==> src/hw/rtl/nnb_pkg.sv <==
// Shared types and constants of the nearest-neighbour blit address generator.
package nnb_pkg;

  localparam int PANEL_WIDTH_DEF    = 1024;
  localparam int PANEL_HEIGHT_DEF   = 600;
  localparam int SOURCE_MAX_DIM_DEF = 1024;

  localparam int COORD_W    = 10;
  localparam int FRAME_W    = 20;
  localparam int CLAMP_W    = 14;
  localparam int CFG_IDX_W  = 3;
  localparam int CFG_DATA_W = 12;

  localparam logic [CFG_IDX_W-1:0] REG_SOURCE_WIDTH  = 3'd0;
  localparam logic [CFG_IDX_W-1:0] REG_SOURCE_HEIGHT = 3'd1;
  localparam logic [CFG_IDX_W-1:0] REG_TARGET_LEFT   = 3'd2;
  localparam logic [CFG_IDX_W-1:0] REG_TARGET_TOP    = 3'd3;
  localparam logic [CFG_IDX_W-1:0] REG_TARGET_WIDTH  = 3'd4;
  localparam logic [CFG_IDX_W-1:0] REG_TARGET_HEIGHT = 3'd5;

  localparam logic [10:0]        RST_SOURCE_WIDTH  = 11'd1024;
  localparam logic [10:0]        RST_SOURCE_HEIGHT = 11'd600;
  localparam logic signed [11:0] RST_TARGET_LEFT   = 12'sd0;
  localparam logic signed [11:0] RST_TARGET_TOP    = 12'sd0;
  localparam logic signed [11:0] RST_TARGET_WIDTH  = 12'sd1024;
  localparam logic signed [11:0] RST_TARGET_HEIGHT = 12'sd600;

  typedef struct packed {
    logic [10:0]        source_width;
    logic [10:0]        source_height;
    logic signed [11:0] target_left;
    logic signed [11:0] target_top;
    logic signed [11:0] target_width;
    logic signed [11:0] target_height;
  } cfg_t;

  typedef struct packed {
    logic [9:0] out_col;
    logic [9:0] out_row;
  } item_t;

  typedef struct packed {
    logic [19:0] source_index;
    logic [19:0] frame_index;
    logic        pixel_valid;
    logic        rect_drawable;
    logic [9:0]  clamped_left;
    logic [9:0]  clamped_top;
    logic [10:0] clamped_width;
    logic [9:0]  clamped_height;
  } result_t;

  typedef struct packed {
    logic        valid;
    logic        pixel_valid;
    logic        rect_drawable;
    logic [9:0]  clamped_left;
    logic [9:0]  clamped_top;
    logic [10:0] clamped_width;
    logic [9:0]  clamped_height;
    logic [19:0] frame_index;
  } side_t;

endpackage

==> src/hw/rtl/nnb_cfg.sv <==
// Configuration register file of the blit address generator.
module nnb_cfg (
  input  logic                           clk_i,
  input  logic                           rst_ni,
  input  logic                           cfg_we_i,
  input  logic [nnb_pkg::CFG_IDX_W-1:0]  cfg_idx_i,
  input  logic [nnb_pkg::CFG_DATA_W-1:0] cfg_wdata_i,
  output nnb_pkg::cfg_t                  cfg_o
);
  import nnb_pkg::*;

  cfg_t cfg_q;

  always_ff @(posedge clk_i or negedge rst_ni) begin
    if (!rst_ni) begin
      cfg_q.source_width  <= RST_SOURCE_WIDTH;
      cfg_q.source_height <= RST_SOURCE_HEIGHT;
      cfg_q.target_left   <= RST_TARGET_LEFT;
      cfg_q.target_top    <= RST_TARGET_TOP;
      cfg_q.target_width  <= RST_TARGET_WIDTH;
      cfg_q.target_height <= RST_TARGET_HEIGHT;
    end else if (cfg_we_i) begin
      unique case (cfg_idx_i)
        REG_SOURCE_WIDTH:  cfg_q.source_width  <= cfg_wdata_i[10:0];
        REG_SOURCE_HEIGHT: cfg_q.source_height <= cfg_wdata_i[10:0];
        REG_TARGET_LEFT:   cfg_q.target_left   <= $signed(cfg_wdata_i);
        REG_TARGET_TOP:    cfg_q.target_top    <= $signed(cfg_wdata_i);
        REG_TARGET_WIDTH:  cfg_q.target_width  <= $signed(cfg_wdata_i);
        REG_TARGET_HEIGHT: cfg_q.target_height <= $signed(cfg_wdata_i);
        default: ;
      endcase
    end
  end

  assign cfg_o = cfg_q;

endmodule

==> src/hw/rtl/nnb_front.sv <==
// Front stages: rectangle clamp, pixel check, frame index and source products.
module nnb_front #(
  parameter int PANEL_WIDTH    = nnb_pkg::PANEL_WIDTH_DEF,
  parameter int PANEL_HEIGHT   = nnb_pkg::PANEL_HEIGHT_DEF,
  parameter int SOURCE_MAX_DIM = nnb_pkg::SOURCE_MAX_DIM_DEF
) (
  input  logic                                   clk_i,
  input  logic                                   rst_ni,
  input  logic                                   start_i,
  input  nnb_pkg::item_t                         item_i,
  input  nnb_pkg::cfg_t                          cfg_i,
  input  logic [$clog2(SOURCE_MAX_DIM+1)-1:0]    sw_i,
  input  logic [$clog2(SOURCE_MAX_DIM+1)-1:0]    sh_i,
  output nnb_pkg::side_t                         side_o,
  output logic [nnb_pkg::COORD_W+$clog2(SOURCE_MAX_DIM+1)-1:0] prow_o,
  output logic [nnb_pkg::COORD_W+$clog2(SOURCE_MAX_DIM+1)-1:0] pcol_o,
  output logic [$clog2(PANEL_HEIGHT+1)-1:0]      ch_o,
  output logic [$clog2(PANEL_WIDTH+1)-1:0]       cw_o
);
  import nnb_pkg::*;

  localparam int SDW = $clog2(SOURCE_MAX_DIM + 1);
  localparam int NW  = COORD_W + SDW;
  localparam int CWW = $clog2(PANEL_WIDTH + 1);
  localparam int CHW = $clog2(PANEL_HEIGHT + 1);
  localparam logic signed [CLAMP_W-1:0] PW_S = CLAMP_W'(PANEL_WIDTH);
  localparam logic signed [CLAMP_W-1:0] PH_S = CLAMP_W'(PANEL_HEIGHT);

  logic signed [CLAMP_W-1:0] x0, y0, w0, h0;
  logic signed [CLAMP_W-1:0] x1_d, y1_d, w1_d, h1_d;
  logic                      ok1_d;

  logic                      v1_q;
  logic [COORD_W-1:0]        col1_q, row1_q;
  logic signed [CLAMP_W-1:0] x1_q, y1_q, w1_q, h1_q;
  logic                      ok1_q;
  logic [NW-1:0]             prow1_q, pcol1_q;

  logic signed [CLAMP_W-1:0] sum_x, sum_y, w2, h2;
  logic                      ok2;
  logic                      pix2;
  logic [FRAME_W-1:0]        fy, fidx;
  side_t                     side_d, side_q;
  logic [CWW-1:0]            cw_d, cw_q;
  logic [CHW-1:0]            ch_d, ch_q;
  logic [NW-1:0]             prow2_q, pcol2_q;

  // stage 1: move negative origins to zero, shrink the size to match, pre-check drawability, form source products
  always_comb begin
    x0 = CLAMP_W'($signed(cfg_i.target_left));
    y0 = CLAMP_W'($signed(cfg_i.target_top));
    w0 = CLAMP_W'($signed(cfg_i.target_width));
    h0 = CLAMP_W'($signed(cfg_i.target_height));
    x1_d = x0[CLAMP_W-1] ? '0 : x0;
    w1_d = x0[CLAMP_W-1] ? w0 + x0 : w0;
    y1_d = y0[CLAMP_W-1] ? '0 : y0;
    h1_d = y0[CLAMP_W-1] ? h0 + y0 : h0;
    ok1_d = !w0[CLAMP_W-1] && (w0 != '0) && !h0[CLAMP_W-1] && (h0 != '0) &&
            (x1_d < PW_S) && (y1_d < PH_S);
  end

  always_ff @(posedge clk_i or negedge rst_ni) begin
    if (!rst_ni) begin
      v1_q <= 1'b0;
    end else begin
      v1_q <= start_i;
    end
  end

  always_ff @(posedge clk_i) begin
    col1_q  <= item_i.out_col;
    row1_q  <= item_i.out_row;
    x1_q    <= x1_d;
    y1_q    <= y1_d;
    w1_q    <= w1_d;
    h1_q    <= h1_d;
    ok1_q   <= ok1_d;
    prow1_q <= NW'(item_i.out_row) * NW'(sh_i);
    pcol1_q <= NW'(item_i.out_col) * NW'(sw_i);
  end

  // stage 2: cut overhang, check pixel, form frame index
  always_comb begin
    sum_x = x1_q + w1_q;
    sum_y = y1_q + h1_q;
    w2    = (sum_x > PW_S) ? PW_S - x1_q : w1_q;
    h2    = (sum_y > PH_S) ? PH_S - y1_q : h1_q;
    ok2   = ok1_q && !w2[CLAMP_W-1] && (w2 != '0) && !h2[CLAMP_W-1] && (h2 != '0);
    pix2  = ok2 && ($unsigned(CLAMP_W'(col1_q)) < $unsigned(w2)) &&
            ($unsigned(CLAMP_W'(row1_q)) < $unsigned(h2));
    fy    = FRAME_W'(y1_q) + FRAME_W'(row1_q);
    fidx  = fy * FRAME_W'(PANEL_WIDTH) + FRAME_W'(x1_q) + FRAME_W'(col1_q);
    cw_d  = ok2 ? CWW'(w2) : '0;
    ch_d  = ok2 ? CHW'(h2) : '0;

    side_d                = '0;
    side_d.valid          = v1_q;
    side_d.pixel_valid    = pix2;
    side_d.rect_drawable  = ok2;
    side_d.clamped_left   = ok2 ? 10'(x1_q) : '0;
    side_d.clamped_top    = ok2 ? 10'(y1_q) : '0;
    side_d.clamped_width  = ok2 ? 11'(w2) : '0;
    side_d.clamped_height = ok2 ? 10'(h2) : '0;
    side_d.frame_index    = pix2 ? fidx : '0;
  end

  always_ff @(posedge clk_i or negedge rst_ni) begin
    if (!rst_ni) begin
      side_q <= '0;
    end else begin
      side_q <= side_d;
    end
  end

  always_ff @(posedge clk_i) begin
    cw_q    <= cw_d;
    ch_q    <= ch_d;
    prow2_q <= prow1_q;
    pcol2_q <= pcol1_q;
  end

  assign side_o = side_q;
  assign prow_o = prow2_q;
  assign pcol_o = pcol2_q;
  assign cw_o   = cw_q;
  assign ch_o   = ch_q;

endmodule

==> src/hw/rtl/nnb_div.sv <==
// Pipelined restoring divider, one quotient bit per register stage.
module nnb_div #(
  parameter int NW = 21,
  parameter int DW = 11,
  parameter int QW = 10
) (
  input  logic          clk_i,
  input  logic [NW-1:0] dividend_i,
  input  logic [DW-1:0] divisor_i,
  output logic [QW-1:0] quotient_o
);

  localparam int RW = NW + DW;

  logic [RW-1:0] rem_q [QW];
  logic [DW-1:0] div_q [QW];
  logic [QW-1:0] quo_q [QW];

  for (genvar s = 0; s < QW; s++) begin : g_stage
    localparam int B = QW - 1 - s;

    logic [RW-1:0] rem_in, sub;
    logic [DW-1:0] div_in;
    logic [QW-1:0] quo_in;

    if (s == 0) begin : g_first
      assign rem_in = RW'(dividend_i);
      assign div_in = divisor_i;
      assign quo_in = '0;
    end else begin : g_next
      assign rem_in = rem_q[s-1];
      assign div_in = div_q[s-1];
      assign quo_in = quo_q[s-1];
    end

    assign sub = RW'(div_in) << B;

    always_ff @(posedge clk_i) begin
      div_q[s] <= div_in;
      if (rem_in >= sub) begin
        rem_q[s] <= rem_in - sub;
        quo_q[s] <= quo_in | (QW'(1) << B);
      end else begin
        rem_q[s] <= rem_in;
        quo_q[s] <= quo_in;
      end
    end
  end

  assign quotient_o = quo_q[QW-1];

endmodule

==> src/hw/rtl/nearest_neighbour_blit_address_gen_top.sv <==
// Top level of the nearest-neighbour blit address generator.
//
//   channel   direction  handshake            payload
//   item      in         start / busy         item_i   (out_col, out_row)
//   result    out        done_o strobe        result_o (indices, flags, rectangle)
//   config    in         cfg_we_i             cfg_idx_i, cfg_wdata_i
//
// One item enters per cycle; busy stays low.
// Each result passes the front stages, then the divider pipeline that yields one
// source row and column bit per stage, then the output register.
// Reset clears the configuration to its defaults and all stage valid bits.
// The receiver cannot stall: each result is shown for one cycle under done_o.
module nearest_neighbour_blit_address_gen_top #(
  parameter int PANEL_WIDTH    = nnb_pkg::PANEL_WIDTH_DEF,
  parameter int PANEL_HEIGHT   = nnb_pkg::PANEL_HEIGHT_DEF,
  parameter int SOURCE_MAX_DIM = nnb_pkg::SOURCE_MAX_DIM_DEF
) (
  input  logic                           clk_i,
  input  logic                           rst_ni,
  input  logic                           start,
  output logic                           busy,
  input  nnb_pkg::item_t                 item_i,
  output logic                           done_o,
  output nnb_pkg::result_t               result_o,
  input  logic                           cfg_we_i,
  input  logic [nnb_pkg::CFG_IDX_W-1:0]  cfg_idx_i,
  input  logic [nnb_pkg::CFG_DATA_W-1:0] cfg_wdata_i
);
  import nnb_pkg::*;

  localparam int SDW = $clog2(SOURCE_MAX_DIM + 1);
  localparam int QW  = $clog2(SOURCE_MAX_DIM);
  localparam int NW  = COORD_W + SDW;
  localparam int CWW = $clog2(PANEL_WIDTH + 1);
  localparam int CHW = $clog2(PANEL_HEIGHT + 1);
  localparam int SIW = QW + SDW + 1;

  cfg_t           cfg;
  logic [SDW-1:0] sw_sat, sh_sat;
  side_t          front_side;
  logic [NW-1:0]  prow, pcol;
  logic [CWW-1:0] cw;
  logic [CHW-1:0] ch;
  logic [QW-1:0]  srow, scol;
  side_t          side_q [QW];
  logic [SIW-1:0] sidx_wide;
  logic           done_q;
  result_t        result_q;

  nnb_cfg u_cfg (
    .clk_i       (clk_i),
    .rst_ni      (rst_ni),
    .cfg_we_i    (cfg_we_i),
    .cfg_idx_i   (cfg_idx_i),
    .cfg_wdata_i (cfg_wdata_i),
    .cfg_o       (cfg)
  );

  assign sw_sat = (32'(cfg.source_width) > 32'(SOURCE_MAX_DIM)) ?
                  SDW'(SOURCE_MAX_DIM) : SDW'(cfg.source_width);
  assign sh_sat = (32'(cfg.source_height) > 32'(SOURCE_MAX_DIM)) ?
                  SDW'(SOURCE_MAX_DIM) : SDW'(cfg.source_height);

  assign busy = 1'b0;

  nnb_front #(
    .PANEL_WIDTH    (PANEL_WIDTH),
    .PANEL_HEIGHT   (PANEL_HEIGHT),
    .SOURCE_MAX_DIM (SOURCE_MAX_DIM)
  ) u_front (
    .clk_i   (clk_i),
    .rst_ni  (rst_ni),
    .start_i (start && !busy),
    .item_i  (item_i),
    .cfg_i   (cfg),
    .sw_i    (sw_sat),
    .sh_i    (sh_sat),
    .side_o  (front_side),
    .prow_o  (prow),
    .pcol_o  (pcol),
    .ch_o    (ch),
    .cw_o    (cw)
  );

  nnb_div #(.NW(NW), .DW(CHW), .QW(QW)) u_div_row (
    .clk_i      (clk_i),
    .dividend_i (prow),
    .divisor_i  (ch),
    .quotient_o (srow)
  );

  nnb_div #(.NW(NW), .DW(CWW), .QW(QW)) u_div_col (
    .clk_i      (clk_i),
    .dividend_i (pcol),
    .divisor_i  (cw),
    .quotient_o (scol)
  );

  // hold item side data alongside the divider stages
  always_ff @(posedge clk_i or negedge rst_ni) begin
    if (!rst_ni) begin
      for (int s = 0; s < QW; s++) begin
        side_q[s] <= '0;
      end
    end else begin
      side_q[0] <= front_side;
      for (int s = 1; s < QW; s++) begin
        side_q[s] <= side_q[s-1];
      end
    end
  end

  assign sidx_wide = SIW'(srow) * SIW'(sw_sat) + SIW'(scol);

  always_ff @(posedge clk_i or negedge rst_ni) begin
    if (!rst_ni) begin
      done_q <= 1'b0;
    end else begin
      done_q <= side_q[QW-1].valid;
    end
  end

  always_ff @(posedge clk_i) begin
    result_q.source_index   <= side_q[QW-1].pixel_valid ? 20'(sidx_wide) : '0;
    result_q.frame_index    <= side_q[QW-1].frame_index;
    result_q.pixel_valid    <= side_q[QW-1].pixel_valid;
    result_q.rect_drawable  <= side_q[QW-1].rect_drawable;
    result_q.clamped_left   <= side_q[QW-1].clamped_left;
    result_q.clamped_top    <= side_q[QW-1].clamped_top;
    result_q.clamped_width  <= side_q[QW-1].clamped_width;
    result_q.clamped_height <= side_q[QW-1].clamped_height;
  end

  assign done_o   = done_q;
  assign result_o = result_q;

`ifndef SYNTHESIS
  a_latency: assert property (@(posedge clk_i) disable iff (!rst_ni)
    start |-> ##(QW + 3) done_o)
    else $error("item result missing at expected latency");

  a_valid_drawable: assert property (@(posedge clk_i) disable iff (!rst_ni)
    done_o && result_o.pixel_valid |-> result_o.rect_drawable)
    else $error("valid pixel on undrawable rectangle");

  a_undrawable_zero: assert property (@(posedge clk_i) disable iff (!rst_ni)
    done_o && !result_o.rect_drawable |->
      result_o.clamped_width == '0 && result_o.clamped_height == '0)
    else $error("undrawable rectangle with nonzero size");

  a_invalid_zero: assert property (@(posedge clk_i) disable iff (!rst_ni)
    done_o && !result_o.pixel_valid |->
      result_o.source_index == '0 && result_o.frame_index == '0)
    else $error("invalid pixel with nonzero index");
`endif

endmodule
==> config.mk <==
export PLATFORM = sky130hd
export DESIGN_NAME = nearest_neighbour_blit_address_gen_top
export DESIGN_NICKNAME = d
export VERILOG_FILES = /design/src/hw/rtl/nnb_pkg.sv /design/src/hw/rtl/nnb_cfg.sv /design/src/hw/rtl/nnb_front.sv /design/src/hw/rtl/nnb_div.sv /design/src/hw/rtl/nearest_neighbour_blit_address_gen_top.sv
export SDC_FILE = /design/constraint.sdc
export NUM_CORES = 2
export LEC_CHECK = 0
export BUFFER_PORTS_ARGS = -buffer_cell sky130_fd_sc_hd__buf_2
export CAP_MARGIN = 20
export CELL_PAD_IN_SITES_DETAIL_PLACEMENT = 1
export CELL_PAD_IN_SITES_GLOBAL_PLACEMENT = 1
export CORE_MARGIN = 4
export CORE_UTILIZATION = 30
export CTS_BUF_LIST = sky130_fd_sc_hd__clkbuf_4 sky130_fd_sc_hd__clkbuf_8
export DETAILED_ROUTE_END_ITERATION = 12
export PLACE_DENSITY = 0.54
export SLEW_MARGIN = 5
export SYNTH_ARGS = -nofsm -noshare
export SYNTH_HDL_FRONTEND = slang
export SYNTH_SLANG_ARGS = --single-unit
==> constraint.sdc <==
create_clock -name clk_i -period 5.85 [get_ports clk_i]
set_input_delay 1.755 -clock clk_i [delete_from_list [all_inputs] [get_ports clk_i]]
set_output_delay 1.755 -clock clk_i [all_outputs]
set_load 0.02 [all_outputs]
# After elaboration in Yosys (flattened, before gate mapping)

Memory sizes are Yosys's and may differ from the RTL's.
Index checks and enable logic that the tools add are counted.

Register bits after elaboration: 1,038
Latch bits: 0
RAM bits: 1,040
Bits in read-only memories: 0
Logic and storage cells: 368
Memories kept: 6

Memories:

| memory          | depth | bits a word | read ports | clocked after Yosys merged registers in | write ports | RTL line      | text |
|---|---|---|---|---|---|---|---|
| u_div_col.rem_q | 10    | 32          | 9          | 0                                       | 10          | nnb_div.sv:15 | `logic [RW-1:0] rem_q [QW];` |
| u_div_row.rem_q | 10    | 31          | 9          | 0                                       | 10          | nnb_div.sv:15 |  |
| u_div_col.div_q | 10    | 11          | 9          | 0                                       | 10          | nnb_div.sv:16 | `logic [DW-1:0] div_q [QW];` |
| u_div_col.quo_q | 10    | 10          | 10         | 0                                       | 10          | nnb_div.sv:17 | `logic [QW-1:0] quo_q [QW];` |
| u_div_row.div_q | 10    | 10          | 9          | 0                                       | 10          | nnb_div.sv:16 |  |
| u_div_row.quo_q | 10    | 10          | 10         | 0                                       | 10          | nnb_div.sv:17 |  |

Add/subtract/negate cells: 30
$mul: 3
Div/mod/pow operators: 0
$lt $le $gt $ge: 28
Equal/unequal tests: 5
Shift-type cells: 0
Mux-type cells: 113
Bitwise operators: 40
Reductions and logical operators: 26

Operators by type and width:

| cell                           | number |
|---|---|
| two-way mux 32 bit             | 10 |
| two-way mux 31 bit             | 10 |
| two-way mux 10 bit             | 23 |
| two-way mux 1 bit              | 60 |
| two-way mux 14 bit             | 4 |
| nonzero test 14 bit            | 4 |
| two-way mux 11 bit             | 5 |
| multiplier 10 x 11 -> 21 bit   | 2 |
| adder 20 x 10 -> 20 bit        | 2 |
| OR 1 bit                       | 40 |
| >= comparator 32 x 11 -> 1 bit | 1 |
| >= comparator 32 x 12 -> 1 bit | 1 |
| >= comparator 32 x 13 -> 1 bit | 1 |
| >= comparator 32 x 14 -> 1 bit | 1 |
| >= comparator 32 x 15 -> 1 bit | 1 |
| >= comparator 32 x 16 -> 1 bit | 1 |
| >= comparator 32 x 17 -> 1 bit | 1 |
| >= comparator 32 x 18 -> 1 bit | 1 |
| >= comparator 32 x 19 -> 1 bit | 1 |
| subtractor 32 x 11 -> 32 bit   | 1 |
| subtractor 32 x 12 -> 32 bit   | 1 |
| subtractor 32 x 13 -> 32 bit   | 1 |
| subtractor 32 x 14 -> 32 bit   | 1 |
| subtractor 32 x 15 -> 32 bit   | 1 |
| other kinds (48)               | 71 |

# Longest topological paths before layout

Depth in word-level cells: 11
Gate-level depth with buffers: 24
Mapped depth without buffers: 22

# Cells and area by module

Synthesis repeated with hierarchy kept, for this count alone.

Cell total of the unflattened synthesis: 6,690
Area, all modules: 76,328.2 um^2

By module, submodules not included:

| module                                 | times used | cells an instance | area each (um^2) | seq. area each (um^2) |
|---|---|---|---|---|
| nearest_neighbour_blit_address_gen_top | 1          | 1,232             | 21,906.0         | 17,702.0 |
| nnb_div at u_div_col                   | 1          | 1,809             | 17,743.3         | 8,648.3 |
| nnb_front                              | 1          | 1,822             | 17,385.4         | 5,109.9 |
| nnb_div at u_div_row                   | 1          | 1,675             | 16,627.2         | 8,308.0 |
| nnb_cfg                                | 1          | 152               | 2,666.3          | 1,764.2 |

# Worst setup path before layout

OpenSTA, ideal clock, no wires.

Path type: input -> register
Start point: input port item_i[3] (netlist bit)
End point: register u_front.prow1_q[18]
Library setup time: 0.118 ns
Arrival: 6.537 ns
Slack: -0.805 ns
Stages on the path: 22
Cells stage by stage: clkbuf_1 nand2_1 fa_1 inv_1 fa_1 inv_1 fa_1 inv_1 fa_1 inv_1 fa_1 inv_1 ha_1 nor2_1 o21bai_1 o41ai_1 o2111a_1 o41a_1 nor2b_1 o21ai_0 nor2b_1 xnor2_1

Cells in the longest elaborated chain, start to end: 1

Ends and longest elaborated chain:

| element                      | RTL line                                     | text |
|---|---|---|
| start, declared              | nearest_neighbour_blit_address_gen_top.sv:22 | `input nnb_pkg::item_t item_i,` |
| multiplier 10 x 11 -> 21 bit | nnb_front.sv:78                              | `prow1_q <= NW'(item_i.out_row) * NW'(sh_i);` |
| end signal, assigned         | nnb_front.sv:78                              |  |
| end, declared                | nnb_front.sv:37                              | `logic [NW-1:0] prow1_q, pcol1_q;` |

Every way passes these cells.
A chain may end at the register's enable or synchronous reset.

# Final worst setup path

Start point: register u_cfg.cfg_q (netlist bit u_cfg.cfg_o[69])
End point: register result_q (netlist bit result_o[82])

Cells in the longest elaborated chain, start to end: 4

Ends and longest elaborated chain:

| element                          | RTL line                                      | text |
|---|---|---|
| start, declared                  | nnb_cfg.sv:12                                 | `cfg_t cfg_q;` |
| > comparator 11 bit              | nearest_neighbour_blit_address_gen_top.sv:59  | `assign sw_sat = (32'(cfg.source_width) > 32'(SOURCE_MAX_DIM)) ?` |
| two-way mux 11 bit (*)           | nearest_neighbour_blit_address_gen_top.sv:59  |  |
| multiplier 10 x 11 -> 20 bit (*) | nearest_neighbour_blit_address_gen_top.sv:113 | `assign sidx_wide = SIW'(srow) * SIW'(sw_sat) + SIW'(scol);` |
| adder 20 x 10 -> 20 bit (*)      | nearest_neighbour_blit_address_gen_top.sv:113 |  |
| end, declared                    | nearest_neighbour_blit_address_gen_top.sv:48  | `result_t result_q;` |

Mark *: on every way between the ends. The rest lies on a longest branch, timed or not.

==> out/metrics.yaml <==
chipHeight_um: 508
wl_per_cell_um: 16.4
ys_seq_area_share_pct: 55.3
avgSynthCellArea_um2: 11.4
ys_warn_count: 0
min_period_ns: 5.60
grt_pass1_wl_um: 286000
placed_cells: 10100
worst_pin_slew_ns: 1.08
drtIter0Drc: 1672
vias_per_cell: 4.42
pwr-share-comb_pct: 46.4
final_max_slew_viol_count: 0
critPathKind: "reg -> reg"
first_pass_iters: 5
rrSetupSlack_ns: 0.25
p_seq_share_pct: 31.4
tritoncts.num_buffers: 343
synth-edff-count: 0
min_path_cells: 0
p_switching_mw: 22.4
path_common_cell: "fa_1"
die_w_um: 508
grt.total_usage_pct: 13.8
core_area_um2: 249000
finalHoldViolCount: 0
min_path_type: "reg -> reg"
r2r-start: "u_cfg.cfg_o[69]$_DFFE_PN1P_"
reg2regPathDepth: 21
peakVddDrop_v: 0.00123
synth_area_leaders: "dfxtp_1, dfrtp_1, ha_1, fa_1, xnor2_1"
synth.most_common_cell: "dfxtp_1"
initial_core_util_pct: 30.2
hold_start: "u_div_row.quo_q[3][8]$_DFF_P_"
grt_pass1_vias: 52700
fin_nets: 7838
fmax_mhz: 178
hold_slack_ns: 0.274
grt_max_degree: 142
synth_ff_type: "dfxtp_1"
drive_gt1_share_pct: 16.0
synth_seq_cells: 1880
finalSetupTns_ns: 0
critical_path.top_delay_family: "adder cells"
io_buffers: 122
cts_num_sinks: 1880
rsz0062_at_grt: "yes"
place.gp.congestion: 0.809
setup_viol_count_final: 0
die_area_um2: 258000
cts_htree_levels: 5
status: "finished, final reports clean"
syn_inst: 6586
fin_cells: 10700
path_max_fanout: 9
overflow: 0
drcViolationCount: 0
holdPathEnd: "u_div_row.quo_q[3][18]$_DFF_P_"
p_clk_share_pct: 22.3
multi_input_area_um2: 31000
ioPinCount: 124
arrival_ns: 6.47
intPower_mw: 37.2
synth_nets: 7333
wl_um: 175000
cts_tree: "done"
cts_buffer_depth: 4
cts.reportedPaths.clkPinSlew_ns: 0.06
yosysTopAreaCell: "dfxtp_1"
synth_common_cells: "dfxtp_1, dfrtp_1, inv_1, ha_1, nand2_1"
seqCellArea_um2: 41500
ys_types: 93
cts_hold_buf: 0
finClkSkew_ns: 0.0892
place_ws_ns: -0.681
syn_area_um2: 75100
max_stage_delay_ns: 0.54
root_buffer: "clkbuf_8"
area_growth_pct: 18.4
cap_violations: 0
insertion_delay_ns: 1.04
synth_top_cell_area_share_pct: 29.4
fillers: 27100
detailed_place_hpwl_um: 133000
end_kind: "register"
setup_slack_ns: 0.247
p_leak_nw: 40.6
async_reset_ff_share_pct: 41.3
period_share_pct: 95.8
ant_nets: 0
vias: 47300
slew_headroom_pct: 27.9
powerDensity_nw_per_um2: 671
cp.required_ns: 6.72
switching_share_pct: 37.6
rows: 183
post-route-util_pct: 35.7
startpoint_type: "register"
crit_chain: "buf_4 -> nor2b_4 -> buf_6 -> nand2_1 -> fa_1 -> inv_1 -> fa_1 -> fa_1 -> fa_1 -> inv_1 -> fa_1 -> inv_1 -> ha_1 -> a21o_1 -> a31o_2 -> a41oi_2 -> a211o_1 -> o221ai_2 -> o41a_1 -> xnor2_1 -> and2_1"
path_buf_inv: 5
antenna_found_initial: 24
rr_endpoint: "result_o[82]$_SDFF_PN0_"
crit_slowest_cell: "fa_1"
-- through the flow --
step | total power, mW | cell area, µm²
final | 59.6 | 88800
after global routing | 65.3 | 88800
after CTS | 59.7 | 88600
after detailed placement | 45.8 | 81100
after global placement | 45.2 | 81100
after floorplan | 37.9 | 75600
-- metal layers --
metal	track usage (%)	wire [µm]	up-vias
met5	0	7	-
met4	5.94	6500	2
met3	2.61	6220	388
met2	23.1	83800	628
met1	17.3	78500	23400
li1	-	-	22900
-- cells by family after synthesis --
kind of cell / count (synthesis) / synth area share, %
AND/OR/NAND/NOR: 1813 / 12.4
adder cells (fa/ha/maj): 708 / 14.2
XOR/XNOR: 447 / 5.22
other: 1 / 0.00500
buffers and inverters: 783 / 3.96
flip-flops: 1880 / 55.3
AO/OA/AOI/OAI: 810 / 6.77
multiplexers: 144 / 2.12
-- state kept, by name, summed over array words and instances (netlist names), 64 cells and up --
register	cells
u_div_row.rem_q	270
side_q	640
u_front.side_o	64
u_div_col.div_q	99
result_o	83
u_div_row.div_q	90
u_div_col.rem_q	278
u_cfg.cfg_o	70
-- how the worst max path moves through the flow --
stage,from,to,slack [ns],cells past startpoint
finish,u_cfg.cfg_o[69]$_DFFE_PN1P_,result_o[82]$_SDFF_PN0_,0.25,21
global route,u_cfg.cfg_o[69]$_DFFE_PN1P_,result_o[82]$_SDFF_PN0_,-0.05,21
CTS,u_cfg.cfg_o[69]$_DFFE_PN1P_,result_o[81]$_SDFF_PN0_,-0.04,21
detailed placement,item_i[6],u_front.prow1_q[18]$_DFF_P_,-0.68,20
global placement,item_i[1],u_front.prow1_q[18]$_DFF_P_,-0.66,22
floorplan,item_i[1],u_front.prow1_q[18]$_DFF_P_,-0.37,22
-- layout make-up --
| type | instances | area share, % |
|---|---|---|
| sequential | 1880 | 46.8 |
| multi-input combinational | 3923 | 34.9 |
| clock buffer | 530 | 7.47 |
| tap | 3330 | 4.69 |
| inverter | 626 | 2.65 |
| timing repair buffer | 317 | 2.46 |
| clock inverter | 77 | 0.983 |
| antenna | 17 | 0.0479 |
-- power by group through the flow --
stage          Sequential, mW  Clock (mW)  Combinational, mW
6_report                 18.7        13.3               27.6
5_1_grt                  19.2        14.5               31.7
4_1_cts                  18.8        13.9               27.1
3_5_place_dp             19.0           0               26.8
3_3_place_gp             19.0           0               26.3
2_1_floorplan            18.1           0               19.8
-- what timing repair did --
| action | 4_1_cts | 5_1_grt |
|---|---|---|
| pin swaps | 0 | 7 |
| hold endpoints to repair | 0 | 0 |
| setup endpoints to repair | 3 | 14 |
| gates resized for setup | 2 | 31 |
| setup buffers | 0 | 10 |
-- placed cells by master, fill, tap and decap left out, types with 182 or more instances in the layout --
cell / n
nor2_1: 386
nand2_1: 420
fa_1: 238
o21ai_0: 196
dfrtp_1: 766
ha_1: 449
a21oi_1: 234
inv_1: 614
clkbuf_8: 425
xnor2_1: 293
buf_4: 182
and2_1: 187
dfxtp_1: 1104
No activity file was read; power rests on OpenSTA's default activity.
